<file path="config.mk">
export PLATFORM = sky130hd
export DESIGN_NAME = jpeg_dc_mcu_scatter_top_flat
export DESIGN_NICKNAME = d
export VERILOG_FILES = /design/src/sv/dcs_pkg.sv /design/src/sv/dcs_if.sv /design/src/sv/dcs_seq.sv /design/src/sv/dcs_datapath.sv /design/src/sv/jpeg_dc_mcu_scatter_top.sv /design/src/flat_wrapper.sv
export SDC_FILE = /design/constraint.sdc
export NUM_CORES = 1
export LEC_CHECK = 0
export BUFFER_PORTS_ARGS = -buffer_cell sky130_fd_sc_hd__buf_2
export CAP_MARGIN = 30
export CELL_PAD_IN_SITES_DETAIL_PLACEMENT = 1
export CELL_PAD_IN_SITES_GLOBAL_PLACEMENT = 2
export CORE_ASPECT_RATIO = 0.8
export CORE_MARGIN = 2
export CORE_UTILIZATION = 41
export CTS_CLUSTER_SIZE = 12
export DETAILED_ROUTE_END_ITERATION = 7
export PLACE_DENSITY_LB_ADDON = 0.1
export RECOVER_POWER = 25
export SLEW_MARGIN = 40
export SYNTH_ARGS = -nofsm -noshare
export SYNTH_HDL_FRONTEND = slang
export SYNTH_SLANG_ARGS = --single-unit
</file>
<file path="constraint.sdc">
create_clock -name clk -period 8 [get_ports clk]
set_input_delay 0.8 -clock clk [delete_from_list [all_inputs] [get_ports clk]]
set_output_delay 0.8 -clock clk [all_outputs]
set_load 0.05 [all_outputs]
</file>
<file path="src/sv/dcs_pkg.sv">
// ----------------------------------------------------------------------------
// dcs_pkg: shared types and constants for the JPEG DC MCU scatter block
// Field widths, register indexes, the sequencer control word and its program.
// ----------------------------------------------------------------------------
package dcs_pkg;

  localparam int MAX_DUS_SIDE_DEF = 8192;
  localparam int MAX_SAMPLING_DEF = 4;

  localparam int DC_W       = 12;
  localparam int IDX_W      = 26;
  localparam int PIX_W      = 8;
  localparam int SF_W       = 3;
  localparam int DUS_W      = 14;
  localparam int PRED_W     = 16;
  localparam int WI_W       = 27;
  localparam int CFG_IDX_W  = 3;
  localparam int CFG_DATA_W = 14;

  localparam int PIX_BIAS = 128;
  localparam int PIX_MAX  = 255;

  localparam logic [CFG_IDX_W-1:0] CFG_SAMP_H     = 3'd0;
  localparam logic [CFG_IDX_W-1:0] CFG_SAMP_V     = 3'd1;
  localparam logic [CFG_IDX_W-1:0] CFG_MCU_H      = 3'd2;
  localparam logic [CFG_IDX_W-1:0] CFG_MCU_V      = 3'd3;
  localparam logic [CFG_IDX_W-1:0] CFG_DUS_ACROSS = 3'd4;
  localparam logic [CFG_IDX_W-1:0] CFG_DUS_DOWN   = 3'd5;

  localparam int STEP_W = 3;
  localparam logic [STEP_W-1:0] STEP_IDLE     = 3'd0;
  localparam logic [STEP_W-1:0] STEP_SIZE     = 3'd1;
  localparam logic [STEP_W-1:0] STEP_CHECK    = 3'd2;
  localparam logic [STEP_W-1:0] STEP_PIX      = 3'd3;
  localparam logic [STEP_W-1:0] STEP_EMIT     = 3'd4;
  localparam logic [STEP_W-1:0] STEP_DONE     = 3'd5;
  localparam logic [STEP_W-1:0] STEP_OVF      = 3'd6;
  localparam logic [STEP_W-1:0] STEP_OVF_DONE = 3'd7;

  localparam int COND_W = 3;
  localparam logic [COND_W-1:0] COND_NEXT   = 3'd0;
  localparam logic [COND_W-1:0] COND_ALWAYS = 3'd1;
  localparam logic [COND_W-1:0] COND_IDLE   = 3'd2;
  localparam logic [COND_W-1:0] COND_OVER   = 3'd3;
  localparam logic [COND_W-1:0] COND_LOOP   = 3'd4;
  localparam logic [COND_W-1:0] COND_STALL  = 3'd5;

  typedef struct packed {
    logic in_ready;
    logic ld_size;
    logic chk;
    logic ld_pix;
    logic emit;
    logic emit_ovf;
  } ctrl_t;

  typedef struct packed {
    logic over;
    logic blocked;
    logic more;
  } status_t;

  typedef struct packed {
    ctrl_t               ctrl;
    logic [COND_W-1:0]   cond;
    logic [STEP_W-1:0]   target;
  } ucode_t;

  function automatic ucode_t ucode_rom(input logic [STEP_W-1:0] step);
    ucode_t w;
    w = '0;
    case (step)
      STEP_IDLE: begin
        w.ctrl.in_ready = 1'b1;
        w.cond          = COND_IDLE;
        w.target        = STEP_IDLE;
      end
      STEP_SIZE: begin
        w.ctrl.ld_size = 1'b1;
        w.cond         = COND_NEXT;
      end
      STEP_CHECK: begin
        w.ctrl.chk = 1'b1;
        w.cond     = COND_OVER;
        w.target   = STEP_OVF;
      end
      STEP_PIX: begin
        w.ctrl.ld_pix = 1'b1;
        w.cond        = COND_NEXT;
      end
      STEP_EMIT: begin
        w.ctrl.emit = 1'b1;
        w.cond      = COND_LOOP;
        w.target    = STEP_EMIT;
      end
      STEP_DONE: begin
        w.cond   = COND_ALWAYS;
        w.target = STEP_IDLE;
      end
      STEP_OVF: begin
        w.ctrl.emit_ovf = 1'b1;
        w.cond          = COND_STALL;
        w.target        = STEP_OVF;
      end
      STEP_OVF_DONE: begin
        w.cond   = COND_ALWAYS;
        w.target = STEP_IDLE;
      end
      default: begin
        w.cond   = COND_ALWAYS;
        w.target = STEP_IDLE;
      end
    endcase
    return w;
  endfunction

endpackage

</file>
<file path="src/sv/dcs_if.sv">
// ----------------------------------------------------------------------------
// dcs_if: request channels of the JPEG DC MCU scatter block
// One channel carries DC differences in, the other carries pixel writes out.
// ----------------------------------------------------------------------------
interface dcs_in_if;
  logic                              valid;
  logic                              ready;
  logic signed [dcs_pkg::DC_W-1:0]   dc_diff;

  modport source(output valid, output dc_diff, input ready);
  modport sink(input valid, input dc_diff, output ready);
endinterface

interface dcs_out_if;
  logic                              valid;
  logic                              ready;
  logic [dcs_pkg::IDX_W-1:0]         entry_index;
  logic [dcs_pkg::PIX_W-1:0]         pixel_value;
  logic                              last_write;
  logic                              grid_full;
  logic                              overflow;

  modport source(output valid, output entry_index, output pixel_value, output last_write,
                 output grid_full, output overflow, input ready);
  modport sink(input valid, input entry_index, input pixel_value, input last_write,
               input grid_full, input overflow, output ready);
endinterface

</file>
<file path="src/sv/dcs_seq.sv">
// ----------------------------------------------------------------------------
// dcs_seq: microcode sequencer
// Step counter over the control program with conditional jumps.
// ----------------------------------------------------------------------------
module dcs_seq (
  input  logic             clk,
  input  logic             rst,
  input  logic             in_valid,
  input  dcs_pkg::status_t status,
  output dcs_pkg::ctrl_t   ctrl
);
  import dcs_pkg::*;

  logic [STEP_W-1:0] step;
  logic [STEP_W-1:0] step_next;
  ucode_t            uword;
  logic              take;

  assign uword = ucode_rom(step);
  assign ctrl  = uword.ctrl;

  always_comb begin
    case (uword.cond)
      COND_NEXT:   take = 1'b0;
      COND_ALWAYS: take = 1'b1;
      COND_IDLE:   take = !in_valid;
      COND_OVER:   take = status.over;
      COND_LOOP:   take = status.blocked || status.more;
      COND_STALL:  take = status.blocked;
      default:     take = 1'b0;
    endcase
    step_next = take ? uword.target : step + 1'b1;
  end

  always_ff @(posedge clk) begin
    if (rst) begin
      step <= STEP_IDLE;
    end else begin
      step <= step_next;
    end
  end

endmodule

</file>
<file path="src/sv/dcs_datapath.sv">
// ----------------------------------------------------------------------------
// dcs_datapath: predictor, walk counters and output register
// Executes the control word of the sequencer, one pixel write per emit step unless the output stalls.
// ----------------------------------------------------------------------------
module dcs_datapath #(
  parameter int MAX_DUS_SIDE = dcs_pkg::MAX_DUS_SIDE_DEF,
  parameter int MAX_SAMPLING = dcs_pkg::MAX_SAMPLING_DEF
) (
  input  logic                                clk,
  input  logic                                rst,
  input  logic                                cfg_we,
  input  logic [dcs_pkg::CFG_IDX_W-1:0]       cfg_index,
  input  logic [dcs_pkg::CFG_DATA_W-1:0]      cfg_data,
  input  dcs_pkg::ctrl_t                      ctrl,
  output dcs_pkg::status_t                    status,
  input  logic                                in_accept,
  input  logic signed [dcs_pkg::DC_W-1:0]     dc_diff,
  output logic                                out_valid,
  input  logic                                out_ready,
  output logic [dcs_pkg::IDX_W-1:0]           entry_index,
  output logic [dcs_pkg::PIX_W-1:0]           pixel_value,
  output logic                                last_write,
  output logic                                grid_full,
  output logic                                overflow
);
  import dcs_pkg::*;

  localparam int BURST = MAX_SAMPLING * MAX_SAMPLING;
  localparam int CNT_W = $clog2(BURST + 1);
  localparam logic [DUS_W-1:0] SIDE_MAX = DUS_W'(MAX_DUS_SIDE);

  logic [SF_W-1:0]            samp_h, samp_v, mcu_h, mcu_v;
  logic [DUS_W-1:0]           dus_across, dus_down;
  logic signed [DC_W-1:0]     dc_reg;
  logic [PRED_W-1:0]          predictor;
  logic [PIX_W-1:0]           pixel;
  logic [SF_W-1:0]            local_col, local_row;
  logic [DUS_W-1:0]           global_col, global_row;
  logic [WI_W-1:0]            write_index;
  logic [WI_W-1:0]            size, col_step, row_step;
  logic [CNT_W-1:0]           cnt;

  logic [DUS_W-1:0]           da, dd;
  logic [2*DUS_W-1:0]         prod_size;
  logic [SF_W+DUS_W-1:0]      prod_row;
  logic                       over;
  logic                       blocked, fire, ovf_fire;

  logic [SF_W-1:0]            lc1, lr1, local_col_next, local_row_next;
  logic [DUS_W-1:0]           gc1, gr1, global_col_next, global_row_next;
  logic [WI_W-1:0]            delta, write_index_next;
  logic                       full_next, more;

  logic signed [PRED_W-1:0]   pred_adj;
  logic signed [PRED_W-4:0]   quot;
  logic signed [PRED_W-3:0]   biased;
  logic [PIX_W-1:0]           pix_calc;

  assign da        = (dus_across > SIDE_MAX) ? SIDE_MAX : dus_across;
  assign dd        = (dus_down > SIDE_MAX) ? SIDE_MAX : dus_down;
  assign prod_size = da * dd;
  assign prod_row  = mcu_v * da;
  assign over      = write_index >= size;
  assign blocked   = out_valid && !out_ready;
  assign fire      = ctrl.emit && !blocked;
  assign ovf_fire  = ctrl.emit_ovf && !blocked;

  always_comb begin
    lc1             = local_col + 1'b1;
    lr1             = local_row + 1'b1;
    gc1             = global_col + 1'b1;
    gr1             = global_row + 1'b1;
    local_col_next  = lc1;
    local_row_next  = local_row;
    global_col_next = gc1;
    global_row_next = global_row;
    delta           = WI_W'(1);
    if (lc1 == mcu_h) begin
      local_col_next  = '0;
      local_row_next  = lr1;
      global_row_next = gr1;
      if (lr1 == mcu_v) begin
        local_row_next = '0;
        if (gc1 >= da) begin
          global_col_next = '0;
        end else begin
          global_row_next = gr1 - DUS_W'(mcu_v);
          delta           = row_step;
        end
      end else begin
        global_col_next = gc1 - DUS_W'(lc1);
        delta           = col_step;
      end
    end
    write_index_next = write_index + delta;
    full_next        = write_index_next >= size;
    more             = !full_next
                       && (local_col_next >= samp_h || local_row_next >= samp_v)
                       && (cnt != CNT_W'(BURST - 1));
  end

  always_comb begin
    pred_adj = $signed(predictor) + (predictor[PRED_W-1] ? PRED_W'(7) : PRED_W'(0));
    quot     = pred_adj[PRED_W-1:3];
    biased   = $signed({quot[PRED_W-4], quot}) + $signed((PRED_W-2)'(PIX_BIAS));
    if (biased < 0) begin
      pix_calc = '0;
    end else if (biased > $signed((PRED_W-2)'(PIX_MAX))) begin
      pix_calc = PIX_W'(PIX_MAX);
    end else begin
      pix_calc = biased[PIX_W-1:0];
    end
  end

  assign status.over    = over;
  assign status.blocked = blocked;
  assign status.more    = more;

  always_ff @(posedge clk) begin
    if (rst) begin
      samp_h      <= SF_W'(1);
      samp_v      <= SF_W'(1);
      mcu_h       <= SF_W'(1);
      mcu_v       <= SF_W'(1);
      dus_across  <= DUS_W'(1);
      dus_down    <= DUS_W'(1);
      predictor   <= '0;
      local_col   <= '0;
      local_row   <= '0;
      global_col  <= '0;
      global_row  <= '0;
      write_index <= '0;
      cnt         <= '0;
      out_valid   <= 1'b0;
    end else begin
      if (cfg_we) begin
        case (cfg_index)
          CFG_SAMP_H:     samp_h     <= cfg_data[SF_W-1:0];
          CFG_SAMP_V:     samp_v     <= cfg_data[SF_W-1:0];
          CFG_MCU_H:      mcu_h      <= cfg_data[SF_W-1:0];
          CFG_MCU_V:      mcu_v      <= cfg_data[SF_W-1:0];
          CFG_DUS_ACROSS: dus_across <= cfg_data[DUS_W-1:0];
          CFG_DUS_DOWN:   dus_down   <= cfg_data[DUS_W-1:0];
          default: ;
        endcase
      end
      if (ctrl.chk && !over) begin
        predictor <= predictor + PRED_W'(dc_reg);
      end
      if (ctrl.ld_pix) begin
        cnt <= '0;
      end
      if (fire) begin
        local_col   <= local_col_next;
        local_row   <= local_row_next;
        global_col  <= global_col_next;
        global_row  <= global_row_next;
        write_index <= write_index_next;
        cnt         <= cnt + 1'b1;
      end
      if (fire || ovf_fire) begin
        out_valid <= 1'b1;
      end else if (out_ready) begin
        out_valid <= 1'b0;
      end
    end
  end

  always_ff @(posedge clk) begin
    if (in_accept) begin
      dc_reg <= dc_diff;
    end
    if (ctrl.ld_size) begin
      size     <= prod_size[WI_W-1:0];
      col_step <= WI_W'(da) - WI_W'(mcu_h) + WI_W'(1);
      row_step <= WI_W'(da) + WI_W'(1) - WI_W'(prod_row);
    end
    if (ctrl.ld_pix) begin
      pixel <= pix_calc;
    end
    if (fire) begin
      entry_index <= write_index[IDX_W-1:0];
      pixel_value <= pixel;
      last_write  <= !more;
      grid_full   <= full_next;
      overflow    <= 1'b0;
    end else if (ovf_fire) begin
      entry_index <= '0;
      pixel_value <= '0;
      last_write  <= 1'b1;
      grid_full   <= 1'b1;
      overflow    <= 1'b1;
    end
  end

`ifndef SYNTHESIS
  a_ovf_marks: assert property (@(posedge clk) disable iff (rst)
    out_valid && overflow |-> last_write && grid_full)
    else $error("overflow result without last_write and grid_full");

  a_in_grid: assert property (@(posedge clk) disable iff (rst)
    out_valid && !overflow |-> {1'b0, entry_index} < size)
    else $error("pixel written outside the grid");

  a_full_ends: assert property (@(posedge clk) disable iff (rst)
    out_valid && grid_full |-> last_write)
    else $error("write burst continues past a full grid");

  a_burst_cap: assert property (@(posedge clk) disable iff (rst)
    cnt <= CNT_W'(BURST))
    else $error("write burst longer than the sampling limit");
`endif

endmodule

</file>
<file path="src/sv/jpeg_dc_mcu_scatter_top.sv">
// ----------------------------------------------------------------------------
// jpeg_dc_mcu_scatter_top: JPEG DC prediction and MCU-order pixel scatter
// Accumulates DC differences and writes each pixel over its MCU footprint.
// ----------------------------------------------------------------------------
// Sequence: after accept, the size, check and pixel steps run in order, then the
// emit step of the microcode loop registers the n writes of the request (1 to 16),
// one write per cycle while the output is not stalled; an overflow request
// emits one overflow result instead.
// Reset (synchronous, rst high): configuration registers return to 1, predictor and walk
// counters to zero, the sequencer to its idle step.
module jpeg_dc_mcu_scatter_top #(
  parameter int MAX_DUS_SIDE = dcs_pkg::MAX_DUS_SIDE_DEF,
  parameter int MAX_SAMPLING = dcs_pkg::MAX_SAMPLING_DEF
) (
  input  logic                           clk,
  input  logic                           rst,
  input  logic                           cfg_we,
  input  logic [dcs_pkg::CFG_IDX_W-1:0]  cfg_index,
  input  logic [dcs_pkg::CFG_DATA_W-1:0] cfg_data,
  dcs_in_if.sink                         dc_in,
  dcs_out_if.source                      pix_out
);
  import dcs_pkg::*;

  ctrl_t   ctrl;
  status_t status;
  logic    in_accept;

  assign dc_in.ready = ctrl.in_ready;
  assign in_accept   = dc_in.valid && ctrl.in_ready;

  dcs_seq u_seq (
    .clk      (clk),
    .rst      (rst),
    .in_valid (dc_in.valid),
    .status   (status),
    .ctrl     (ctrl)
  );

  dcs_datapath #(
    .MAX_DUS_SIDE (MAX_DUS_SIDE),
    .MAX_SAMPLING (MAX_SAMPLING)
  ) u_datapath (
    .clk         (clk),
    .rst         (rst),
    .cfg_we      (cfg_we),
    .cfg_index   (cfg_index),
    .cfg_data    (cfg_data),
    .ctrl        (ctrl),
    .status      (status),
    .in_accept   (in_accept),
    .dc_diff     (dc_in.dc_diff),
    .out_valid   (pix_out.valid),
    .out_ready   (pix_out.ready),
    .entry_index (pix_out.entry_index),
    .pixel_value (pix_out.pixel_value),
    .last_write  (pix_out.last_write),
    .grid_full   (pix_out.grid_full),
    .overflow    (pix_out.overflow)
  );

endmodule
</file>
<file path="src/flat_wrapper.sv">
// flat-port wrapper written by rule: the top's interface ports become plain ports
module jpeg_dc_mcu_scatter_top_flat import dcs_pkg::*;
#(
  parameter int MAX_DUS_SIDE = dcs_pkg::MAX_DUS_SIDE_DEF,
  parameter int MAX_SAMPLING = dcs_pkg::MAX_SAMPLING_DEF
)
  (clk, rst, cfg_we, cfg_index, cfg_data, dc_in_valid, dc_in_dc_diff, dc_in_ready, pix_out_valid, pix_out_entry_index, pix_out_pixel_value, pix_out_last_write, pix_out_grid_full, pix_out_overflow, pix_out_ready);
  dcs_in_if dc_in_i ();
  dcs_out_if pix_out_i ();
  input  logic clk;
  input  logic rst;
  input  logic cfg_we;
  input  logic [dcs_pkg::CFG_IDX_W-1:0] cfg_index;
  input  logic [dcs_pkg::CFG_DATA_W-1:0] cfg_data;
  input wire logic [$bits(dc_in_i.valid)-1:0] dc_in_valid;
  input wire logic [$bits(dc_in_i.dc_diff)-1:0] dc_in_dc_diff;
  output wire logic [$bits(dc_in_i.ready)-1:0] dc_in_ready;
  output wire logic [$bits(pix_out_i.valid)-1:0] pix_out_valid;
  output wire logic [$bits(pix_out_i.entry_index)-1:0] pix_out_entry_index;
  output wire logic [$bits(pix_out_i.pixel_value)-1:0] pix_out_pixel_value;
  output wire logic [$bits(pix_out_i.last_write)-1:0] pix_out_last_write;
  output wire logic [$bits(pix_out_i.grid_full)-1:0] pix_out_grid_full;
  output wire logic [$bits(pix_out_i.overflow)-1:0] pix_out_overflow;
  input wire logic [$bits(pix_out_i.ready)-1:0] pix_out_ready;
  assign dc_in_i.valid = dc_in_valid;
  assign dc_in_i.dc_diff = dc_in_dc_diff;
  assign dc_in_ready = dc_in_i.ready;
  assign pix_out_valid = pix_out_i.valid;
  assign pix_out_entry_index = pix_out_i.entry_index;
  assign pix_out_pixel_value = pix_out_i.pixel_value;
  assign pix_out_last_write = pix_out_i.last_write;
  assign pix_out_grid_full = pix_out_i.grid_full;
  assign pix_out_overflow = pix_out_i.overflow;
  assign pix_out_i.ready = pix_out_ready;
  jpeg_dc_mcu_scatter_top #(.MAX_DUS_SIDE(MAX_DUS_SIDE), .MAX_SAMPLING(MAX_SAMPLING)) u_core (.clk(clk), .rst(rst), .cfg_we(cfg_we), .cfg_index(cfg_index), .cfg_data(cfg_data), .dc_in(dc_in_i), .pix_out(pix_out_i));
endmodule
</file>
==> flow_metrics.env, run 1 <==
export IMPL_gp_congestion=0.9011
export IMPL_outcome="complete, but fails checks"
export IMPL_pwr_share_seq_pct=31.7
export IMPL_first_global_vias=18408
export IMPL_rsz0062_at_grt="true"
export IMPL_dieArea_sq_um=55260
export IMPL_slowest_delay_ns=0.54
export IMPL_synth_largest_area_cell="edfxtp_1"
export IMPL_area_delta_synth_final_pct=10.16
export IMPL_synthTopCellsByArea="edfxtp_1, fa_1, ha_1"
export IMPL_ir_drop_mv=0.1643
export IMPL_worst_r2r_path_depth=23
export IMPL_synth_seq_cells=230
export IMPL_cts_root_buffer="clkbuf_16"
export IMPL_finish_instance_area_sq_um=24110
export IMPL_hold_path_class="input port to flip-flop"
export IMPL_htree_levels=1
export IMPL_failed_checks="capacitance limit, slew limit"
export IMPL_wl_um=66010
export IMPL_synth_main_ff_cell="edfxtp_1"
export IMPL_start_kind="flip-flop"
export IMPL_end_kind="flip-flop"
export IMPL_num_nets_final=2980
export IMPL_tightest_slew_ns=3.375
export IMPL_core_sq_um=52550
export IMPL_synth_top_area_share_pct=16.05
export IMPL_rr_startpoint="u_core.u_datapath.dus_down[1]$_SDFFE_PP0P_"
export IMPL_drv_slew=91
export IMPL_finalCritPeriodShare_pct=95.53
export IMPL_fin_crit_ns=7.642
export IMPL_r2r_end="u_core.u_datapath.size[23]$_DFFE_PN_"
export IMPL_timing_fmax_ghz=0.1309
export IMPL_firstDrtPassIters=5
export IMPL_crit_top_cell="fa_1"
export IMPL_fill_cells=6128
export IMPL_clkPwrFrac_pct=22.7
export IMPL_rows=75
export IMPL_cts_tree="yes"
export IMPL_synth_cell_type_count=87
export IMPL_clock_skew_ns=0.01631
export IMPL_drt_iter0_drc=858
export IMPL_crit_fanout=8
export IMPL_track_usage_pct=24.02
export IMPL_path_clk_slew_ns=0.07
export IMPL_drive_above_1_share_pct=7.923
export IMPL_p_int_w=0.003119
export IMPL_synth_fp_nets=2914
export IMPL_die_y_um=210.7
export IMPL_drc=0
export IMPL_wl_per_cell_um=20.44
export IMPL_die_w_um=262.3
export IMPL_criticalPathCategory="flip-flop to flip-flop"
export IMPL_synth_edf_count=117
export IMPL_n_antenna_cell=0
export IMPL_hold_path_end="u_core.u_datapath.dc_reg[11]$_DFFE_PP_"
export IMPL_r2r_slack_ns=0.36
export IMPL_hold_depth=1
export IMPL_antenna_found_initial=1
export IMPL_grt_pass1_wl_um=104600
export IMPL_arrival_ns=7.94
export IMPL_power_density_nw_per_um2=219.0
export IMPL_cts_sinks=230
export IMPL_relSlewSlack_pct=-125.0
export IMPL_synthesis_area_sq_um=21890
export IMPL_hold_viol=0
export IMPL_critPathSlowestCell="fa_1"
export IMPL_power_leakage_nw=11.28
export IMPL_dpl_hpwl_um=53000
export IMPL_avgViaCountPerCell=5.440
export IMPL_cap_viol_max_count=2
export IMPL_clock_latency_ns=0.55
export IMPL_postSynthAreaPerCell_sq_um=8.930
export IMPL_grt_max_degree=92
export IMPL_synthCells=2451
export IMPL_placed_cell_area_sq_um=23240
export IMPL_synth_common_cells="nand2_1, inv_1, ha_1"
export IMPL_synthArstFlopShare_pct=0
export IMPL_initial_utilization_pct=41.65
export IMPL_worst_ep_required_time_ns=8.29
export IMPL_finalSetupViolCount=0
export IMPL_ys_seq_area_share_pct=26.39
export IMPL_clockBufferDepth=3
export IMPL_post_cts_buffers=0
export IMPL_timing_hold_ws_ns=0.4289
export IMPL_hold_start="dc_in_dc_diff[11]"
export IMPL_power_switching_w=0.002161
export IMPL_synth_most_common_cell="nand2_1"
export IMPL_grt_overflow=0
export IMPL_via_count=17571
export IMPL_cts_buffers=26
export IMPL_p_comb_share_pct=45.6
export IMPL_io_pins=73
export IMPL_ant_nets=0
export IMPL_sw_frac_of_total_pct=40.93
export IMPL_setup_tns_ns=0
export IMPL_reg_top3="u_core.u_datapath.size: 27 flops, u_core.u_datapath.write_index: 27 flops, u_core.u_datapath.entry_index: 26 flops"
export IMPL_ys_warnings_count=0
export IMPL_power_w=0.005280
export IMPL_crit_chain="nor4_1, nand4_1, nand2_1, and2_1, buf_4, nand2_1, fa_1, inv_1, fa_1, fa_1, fa_1, fa_1, fa_1, ha_1, and3_1, and3_1, a211oi_1, o21ai_0, a221oi_2, a21oi_1, a31oi_1, nor3_1, a211o_1"
export IMPL_numPortBuffers=72
## cell usage in the layout, fill, tap and decap left out, types with 46 or more instances in the layout
cell / count
inv_1: 278
xnor2_1: 82
dfxtp_1: 112
nor2_1: 214
nor3_1: 46
a21oi_1: 169
a21o_1: 48
edfxtp_1: 117
o21ai_0: 53
ha_1: 259
buf_4: 55
fa_1: 170
and2_1: 59
nand2_1: 321
buf_2: 71
## cells by family after synthesis
group / Yosys count / share of synthesized area (%)
DFF: 230 / 26.39
buffers and inverters: 373 / 6.465
AOI/OAI and AO/OA: 438 / 12.89
xor gates and xnor gates: 119 / 4.888
adders and majority gates: 430 / 30.40
muxes: 26 / 1.223
and+or+nand+nor: 835 / 17.74
## worst max-delay path, delay by kind of cell (launching register included)
family          cells  cell delay, ns
compound gates      6            1.58
fa+ha+maj           7            3.38
buf+inv             2            0.29
flops               1            0.35
simple gates        8            1.77
## power by group through the flow
| stage | Sequential [W] | Combinational [W] | Clock (W) |
|---|---|---|---|
| final | 0.00168 | 0.00241 | 0.00120 |
| after global routing | 0.00170 | 0.00269 | 0.00128 |
| after CTS | 0.00167 | 0.00241 | 0.00124 |
| after detailed placement | 0.00169 | 0.00239 | 0 |
| after global placement | 0.00168 | 0.00230 | 0 |
| after floorplan | 0.00170 | 0.00167 | 0 |
## metal layers
layer	GRT usage [%]	up-vias	routed length, um
li1	-	8416	-
met1	35.15	8806	33160
met2	37.71	280	28700
met3	3.999	67	3072
met4	4.212	2	1064
met5	0	-	13
## stage by stage
stage          setup slack (ns)  std cells  utilization, %
5_1_grt                -0.02764       3230           45.88
3_5_place_dp             0.3212       3182           44.22
3_3_place_gp             0.5336       3182           44.20
2_1_floorplan            0.7375       2451               -
4_1_cts                  0.3109       3230           45.82
6_report                 0.3579       3230           45.88
## cell type report
class / count / area (sq um) / area share, %
clock buffers: 43 / 790.8 / 3.280
clock inverters: 5 / 46.29 / 0.1920
inverters: 280 / 1051 / 4.359
multi-input cells: 1848 / 14760 / 61.22
flip-flops and latches: 230 / 5777 / 23.96
well taps: 693 / 867.1 / 3.596
repair buffers: 131 / 818.3 / 3.394
## worst max path at each step
stage | from | cells after the start | end
6_report | u_core.u_datapath.dus_down[1]$_SDFFE_PP0P_ | 23 | u_core.u_datapath.size[23]$_DFFE_PN_
5_1_grt | u_core.u_datapath.global_col[2]$_SDFFE_PP0P_ | 32 | u_core.u_seq.step[2]$_SDFF_PP0_
4_1_cts | u_core.u_datapath.global_col[2]$_SDFFE_PP0P_ | 32 | u_core.u_seq.step[2]$_SDFF_PP0_
3_5_place_dp | u_core.u_datapath.global_col[2]$_SDFFE_PP0P_ | 32 | u_core.u_seq.step[2]$_SDFF_PP0_
3_3_place_gp | u_core.u_datapath.dus_down[0]$_SDFFE_PP1P_ | 24 | u_core.u_datapath.size[23]$_DFFE_PN_
2_1_floorplan | u_core.u_datapath.global_col[2]$_SDFFE_PP0P_ | 32 | u_core.u_seq.step[2]$_SDFF_PP0_
## what timing repair did
item                       CTS  global route
gates resized for setup      0             9
hold buffers                 0             0
setup endpoints to repair    0             5
Power figures use the tool's default switching activity.
==> run 2: changes to the inputs <==
ABC_AREA = 1   (was unset)
CORE_UTILIZATION = 39   (was 41)
==> run 2 against run 1 <==
The run still ends with capacitance limit, slew limit left. Clock skew is 0.017 ns higher. Area after synthesis up 2.9%. Final cell count up 16%. Global-route usage increased by 0.87 points. Maximum frequency up 4.1%. Die area is 8.1% higher. Cell area is 2.7% higher. Via count up 10%. Combinational power grew 62%. Critical path type unchanged. Critical endpoint is now u_core.u_datapath.size[24]$_DFFE_PN_. Largest cell class unchanged. Largest power group unchanged. Highest routed layer unchanged.
==> flow_metrics.env, run 2 <==
export IMPL_outcome="complete, but fails checks"
export IMPL_failed_checks="capacitance limit, slew limit"
export IMPL_power_leakage_nw=12.30
export IMPL_drive_above_1_share_pct=6.283
export IMPL_synth_edf_count=117
export IMPL_antenna_found_initial=1
export IMPL_die_y_um=219.0
export IMPL_placed_cell_area_sq_um=23920
export IMPL_cts_root_buffer="clkbuf_16"
export IMPL_drt_iter0_drc=974
export IMPL_initial_utilization_pct=39.60
export IMPL_synthTopCellsByArea="edfxtp_1, fa_1, ha_1"
export IMPL_postSynthAreaPerCell_sq_um=7.775
export IMPL_hold_start="dc_in_dc_diff[10]"
export IMPL_grt_pass1_wl_um=116200
export IMPL_synth_top_area_share_pct=15.59
export IMPL_reg_top3="u_core.u_datapath.size: 27 flops, u_core.u_datapath.write_index: 27 flops, u_core.u_datapath.entry_index: 26 flops"
export IMPL_relSlewSlack_pct=-118.4
export IMPL_grt_max_degree=86
export IMPL_ir_drop_mv=0.1636
export IMPL_hold_path_class="input port to flip-flop"
export IMPL_tightest_slew_ns=3.276
export IMPL_track_usage_pct=24.90
export IMPL_clock_latency_ns=0.60
export IMPL_rr_startpoint="u_core.u_datapath.dus_across[4]$_SDFFE_PP0P_"
export IMPL_drv_slew=212
export IMPL_crit_buf_inv=6
export IMPL_finish_utilization_pct=43.51
export IMPL_finish_instance_area_sq_um=24750
export IMPL_synth_fp_nets=3361
export IMPL_htree_levels=1
export IMPL_startpoint="u_core.u_datapath.dus_across[4]$_SDFFE_PP0P_"
export IMPL_num_nets_final=3434
export IMPL_die_w_um=272.7
export IMPL_dieArea_sq_um=59720
export IMPL_cts_tree="yes"
export IMPL_crit_fanout=20
export IMPL_criticalPathCategory="flip-flop to flip-flop"
export IMPL_cts_hold_buf=0
export IMPL_ys_warnings_count=0
export IMPL_wl_per_cell_um=19.27
export IMPL_timing_fmax_ghz=0.1362
export IMPL_avgViaCountPerCell=5.159
export IMPL_dpl_hpwl_um=59270
export IMPL_grt_overflow=0
export IMPL_n_antenna_cell=0
export IMPL_layout_commonest_cell="nand2_1"
export IMPL_worst_ep_required_time_ns=8.34
export IMPL_firstDrtPassIters=7
export IMPL_crit_family="adder cells"
export IMPL_synth_main_ff_cell="edfxtp_1"
export IMPL_fill_cells=7003
export IMPL_power_density_nw_per_um2=277.9
export IMPL_ant_nets=0
export IMPL_rsz0062_at_grt="false"
export IMPL_synth_most_common_cell="nand2_1"
export IMPL_core_sq_um=56900
export IMPL_synth_largest_area_cell="edfxtp_1"
export IMPL_mostFrequentLayoutCells="nand2_1, inv_1, nor2_1, ha_1, a21oi_1"
export IMPL_clock_skew_ns=0.03297
export IMPL_numPortBuffers=72
export IMPL_end_kind="flip-flop"
export IMPL_setup_tns_ns=0
export IMPL_synthCells=2898
export IMPL_wl_um=72310
export IMPL_hold_viol=0
export IMPL_synth_cell_type_count=52
export IMPL_power_w=0.006879
export IMPL_arrival_ns=7.68
export IMPL_critPathSlowestCell="fa_1"
export IMPL_gp_congestion=0.8757
export IMPL_synthesis_area_sq_um=22530
export IMPL_synthArstFlopShare_pct=0
export IMPL_io_pins=73
export IMPL_clockBufferDepth=3
export IMPL_cts_buffers=28
export IMPL_fin_crit_ns=7.344
export IMPL_slowest_delay_ns=0.56
export IMPL_finalSetupViolCount=0
export IMPL_via_count=19355
export IMPL_path_clk_slew_ns=0.06
export IMPL_finalCritPeriodShare_pct=91.80
export IMPL_drc=0
export IMPL_cap_viol_max_count=4
export IMPL_synth_seq_cells=230
export IMPL_synth_common_cells="nand2_1, inv_1, nor2_1"
export IMPL_rows=78
export IMPL_first_global_vias=20578
export IMPL_cts_sinks=230
export IMPL_timing_hold_ws_ns=0.3731
export IMPL_ys_seq_area_share_pct=25.63
export IMPL_area_delta_synth_final_pct=9.862
export IMPL_start_kind="flip-flop"
[run 2: cell count changes in the layout (fill, tap and decap cells not counted), sizes merged, moves of 57 or more]
cell and change:
inv +247, nand2 +240, o21ai +127, nor2 +106, and2 -60, nand3 +59, xnor2 -57
[run 2: report_power, final]
group	leakage, nW	internal, W	switching [W]
Sequential	2.01	0.00157	0.000178
Combinational	9.88	0.00122	0.00269
Clock	0.406	0.000678	0.000539
[run 2: cells by family (layout without fill, tap and decap cells)]
| group | Yosys count | in the layout | synth area share (%) |
|---|---|---|---|
| AOI/OAI and AO/OA | 470 | 470 | 11.31 |
| xor gates and xnor gates | 104 | 104 | 4.126 |
| adders and majority gates | 429 | 429 | 29.49 |
| buffers and inverters | 604 | 698 | 10.15 |
| DFF | 230 | 230 | 25.63 |
| and+or+nand+nor | 1061 | 1061 | 19.30 |
[run 2: final timing paths]
check                                                  end  slack [ns]  cells past startpoint
hold reg to reg   u_core.u_datapath.samp_v[1]$_SDFFE_PP0P_        0.47                      2
setup / recovery      u_core.u_datapath.size[24]$_DFFE_PN_        0.66                     27
hold / removal      u_core.u_datapath.dc_reg[10]$_DFFE_PP_        0.37                      1
setup reg to reg      u_core.u_datapath.size[24]$_DFFE_PN_        0.66                     27
[run 2: what timing repair did]
| action | 4_1_cts | 5_1_grt |
|---|---|---|
| endpoints found under the setup margin | 0 | 2 |
| gates resized for setup | 0 | 2 |
| hold endpoints to repair | 0 | 0 |
| setup buffers | 0 | 0 |
[run 2: per-layer routing]
metal  global-route usage (%)  wire length (um)
met5                        0                11
met4                    5.476              1605
met3                    3.009              2770
met2                    39.75             31530
met1                    36.00             36390
[run 2: final cells by class]
class                           count  area (sq um)  area share [%]
Clock buffer                       38         738.2           2.982
Sequential cell                   230          5776           23.33
Inverter                          530          1994           8.057
Multi-Input combinational cell   2064         14490           58.54
Tap cell                          760         950.9           3.841
Timing Repair Buffer              117         690.7           2.790
Clock inverter                     13         113.9          0.4600
[run 2: per-stage QoR]
step,cells,setup slack (ns)
6_report,3752,0.6558
5_1_grt,3752,0.08217
4_1_cts,3752,0.4328
3_5_place_dp,3701,0.4548
3_3_place_gp,3699,0.5666
2_1_floorplan,2898,1.441
[run 2: worst register-to-register path: stages (launching register included)]
cell and delay, ns:
dfxtp_1 0.40, nor2_1 0.14, nand2_1 0.07, nor2_1 0.09, nand2_1 0.07, nand2_2 0.37, nand2_2 0.32, inv_1 0.52
nand2_1 0.17, fa_1 0.56, fa_1 0.52, inv_1 0.06, fa_1 0.54, inv_1 0.06, fa_1 0.53, inv_1 0.05
fa_1 0.50, fa_1 0.49, ha_1 0.39, a21oi_1 0.20, inv_1 0.07, a21oi_1 0.11, inv_1 0.05, a21oi_1 0.11
o21ai_0 0.14, a21oi_1 0.28, o21ai_0 0.14, xor2_1 0.17
==> run 3: changes to the inputs <==
BUFFER_PORTS_ARGS = -buffer_cell sky130_fd_sc_hd__buf_4   (was -buffer_cell sky130_fd_sc_hd__buf_2)
CTS_CLUSTER_DIAMETER = 50   (was unset)
==> run 3 against run 2 <==
The run still ends with capacitance limit, slew limit left. Critical path depth is the same. First-iteration DRC count grew 20%. Die area is the same. Largest power group unchanged.
==> flow_metrics.env, run 3 (synthesis results as in run 2) <==
export IMPL_timing_fmax_ghz=0.1329
export IMPL_relSlewSlack_pct=-113.4
export IMPL_area_delta_synth_final_pct=11.40
export IMPL_drv_slew=142
export IMPL_rsz0062_at_grt="false"
export IMPL_crit_fanout=20
export IMPL_rr_startpoint="u_core.u_datapath.dus_across[4]$_SDFFE_PP0P_"
export IMPL_first_global_vias=20565
export IMPL_cts_hold_buf=0
export IMPL_arrival_ns=7.82
export IMPL_drt_iter0_drc=1167
export IMPL_reg_top3="u_core.u_datapath.size: 27 flops, u_core.u_datapath.write_index: 27 flops, u_core.u_datapath.entry_index: 26 flops"
export IMPL_via_count=19443
export IMPL_numPortBuffers=72
export IMPL_die_w_um=272.7
export IMPL_clock_skew_ns=0.01540
export IMPL_hold_path_class="input port to flip-flop"
export IMPL_avgViaCountPerCell=5.175
export IMPL_cts_tree="yes"
export IMPL_mostFrequentLayoutCells="nand2_1, inv_1, nor2_1, ha_1, a21oi_1"
export IMPL_io_pins=73
export IMPL_power_density_nw_per_um2=288.2
export IMPL_power_leakage_nw=12.39
export IMPL_end_kind="flip-flop"
export IMPL_clockBufferDepth=3
export IMPL_grt_overflow=0
export IMPL_firstDrtPassIters=5
export IMPL_grt_max_degree=86
export IMPL_cap_viol_max_count=3
export IMPL_n_antenna_cell=0
export IMPL_drc=0
export IMPL_failed_checks="capacitance limit, slew limit"
export IMPL_path_clk_slew_ns=0.06
export IMPL_setup_tns_ns=0
export IMPL_drive_above_1_share_pct=6.073
export IMPL_wl_um=73210
export IMPL_gp_congestion=0.8942
export IMPL_cts_sinks=230
export IMPL_antenna_found_initial=0
export IMPL_track_usage_pct=25.03
export IMPL_num_nets_final=3433
export IMPL_ir_drop_mv=0.1554
export IMPL_fin_crit_ns=7.526
export IMPL_clock_latency_ns=0.55
export IMPL_rows=78
export IMPL_startpoint="u_core.u_datapath.dus_across[4]$_SDFFE_PP0P_"
export IMPL_start_kind="flip-flop"
export IMPL_dieArea_sq_um=59720
export IMPL_grt_pass1_wl_um=115800
export IMPL_initial_utilization_pct=39.60
export IMPL_finalSetupViolCount=0
export IMPL_setup_ws_ns=0.4742
export IMPL_finalCritPeriodShare_pct=94.07
export IMPL_criticalPathCategory="flip-flop to flip-flop"
export IMPL_ant_nets=0
export IMPL_post_place_ws_ns=0.4825
export IMPL_hold_start="dc_in_dc_diff[5]"
export IMPL_wl_per_cell_um=19.49
export IMPL_htree_levels=2
export IMPL_tightest_slew_ns=3.201
export IMPL_core_sq_um=56900
export IMPL_dpl_hpwl_um=59950
export IMPL_cts_root_buffer="clkbuf_16"
export IMPL_die_y_um=219.0
export IMPL_outcome="complete, but fails checks"
export IMPL_cts_buffers=36
export IMPL_layout_commonest_cell="nand2_1"
export IMPL_worst_ep_required_time_ns=8.30
export IMPL_fill_cells=6992
export IMPL_r2r_slack_ns=0.47
export IMPL_hold_viol=0
-- run 3: cell types whose count changed in the layout (fill, tap and decap cells not counted), moves of 9 or more --
| cell | change |
|---|---|
| clkbuf_1 | +15 |
| clkbuf_4 | +12 |
| buf_2 | -72 |
| clkbuf_16 | +10 |
| buf_4 | +30 |
| inv_6 | +9 |
-- run 3: worst max-delay path: stages (launching register included) --
cell     delay, ns
dfxtp_1       0.39
nor2_1        0.13
nand2_1       0.07
nor2_1        0.09
nand2_1       0.07
nand2_2       0.37
nand2_1       0.43
inv_1         0.59
nand2_1       0.17
fa_1          0.55
fa_1          0.53
inv_1         0.07
fa_1          0.53
inv_1         0.06
fa_1          0.52
inv_1         0.05
fa_1          0.51
fa_1          0.49
ha_1          0.38
a21oi_1       0.21
inv_1         0.08
a21oi_1       0.11
inv_1         0.05
a21oi_1       0.11
o21ai_0       0.14
a21oi_1       0.27
o21ai_0       0.14
xor2_1        0.16
-- run 3: cell type report --
class	count	area [sq um]	area share (%)
repair buffers	108	724.4	2.886
multi-input cells	2064	14490	57.73
clock buffers	42	965.9	3.848
well taps	760	950.9	3.789
flip-flops and latches	230	5776	23.01
inverters	530	1994	7.946
clock inverters	23	197.7	0.7876
-- run 3: final timing paths --
path | cells past startpoint | to
min | 1 | u_core.u_datapath.dc_reg[5]$_DFFE_PP_
max reg2reg | 27 | u_core.u_datapath.size[24]$_DFFE_PN_
max | 27 | u_core.u_datapath.size[24]$_DFFE_PN_
min reg2reg | 2 | u_core.u_datapath.samp_h[1]$_SDFFE_PP0P_
-- run 3: metal layers --
metal  wire, um  global-route usage, %  up-vias  part of all wire, %
li1           -                      -     9455                    -
met4       1663                  6.355        0                  2.3
met3       3129                  3.359       79                  4.3
met2      31770                  39.83      351                   43
met5          0                      0        -                    0
met1      36650                  35.77     9558                   50
-- run 3: power breakdown --
part | total (W) | internal, W | switching, W
Combinational | 0.00392 | 0.00122 | 0.00270
Sequential | 0.00176 | 0.00157 | 0.000186
Clock | 0.00155 | 0.000894 | 0.000658
Total | 0.00723 | 0.00369 | 0.00355
-- run 3: metrics by stage --
| stage | hold slack, ns | cell area [sq um] | instances | total power [W] | utilization, % |
|---|---|---|---|---|---|
| 3_3_place_gp | 0.4516 | 24010 | 3691 | 0.005573 | 42.20 |
| 2_1_floorplan | 0.4353 | 22530 | 2898 | 0.004346 | - |
| 3_5_place_dp | 0.4590 | 24020 | 3692 | 0.005704 | 42.22 |
| 4_1_cts | 0.3963 | 25190 | 3757 | 0.007296 | 44.27 |
| 6_report | 0.4475 | 25100 | 3757 | 0.007233 | 44.11 |
| 5_1_grt | 0.4263 | 25100 | 3757 | 0.007841 | 44.11 |
-- run 3: timing repair --
action / in CTS / in global routing
endpoints found under the setup margin: 0 / 2
gates resized for setup: 0 / 2
buffers inserted: 0 / 0
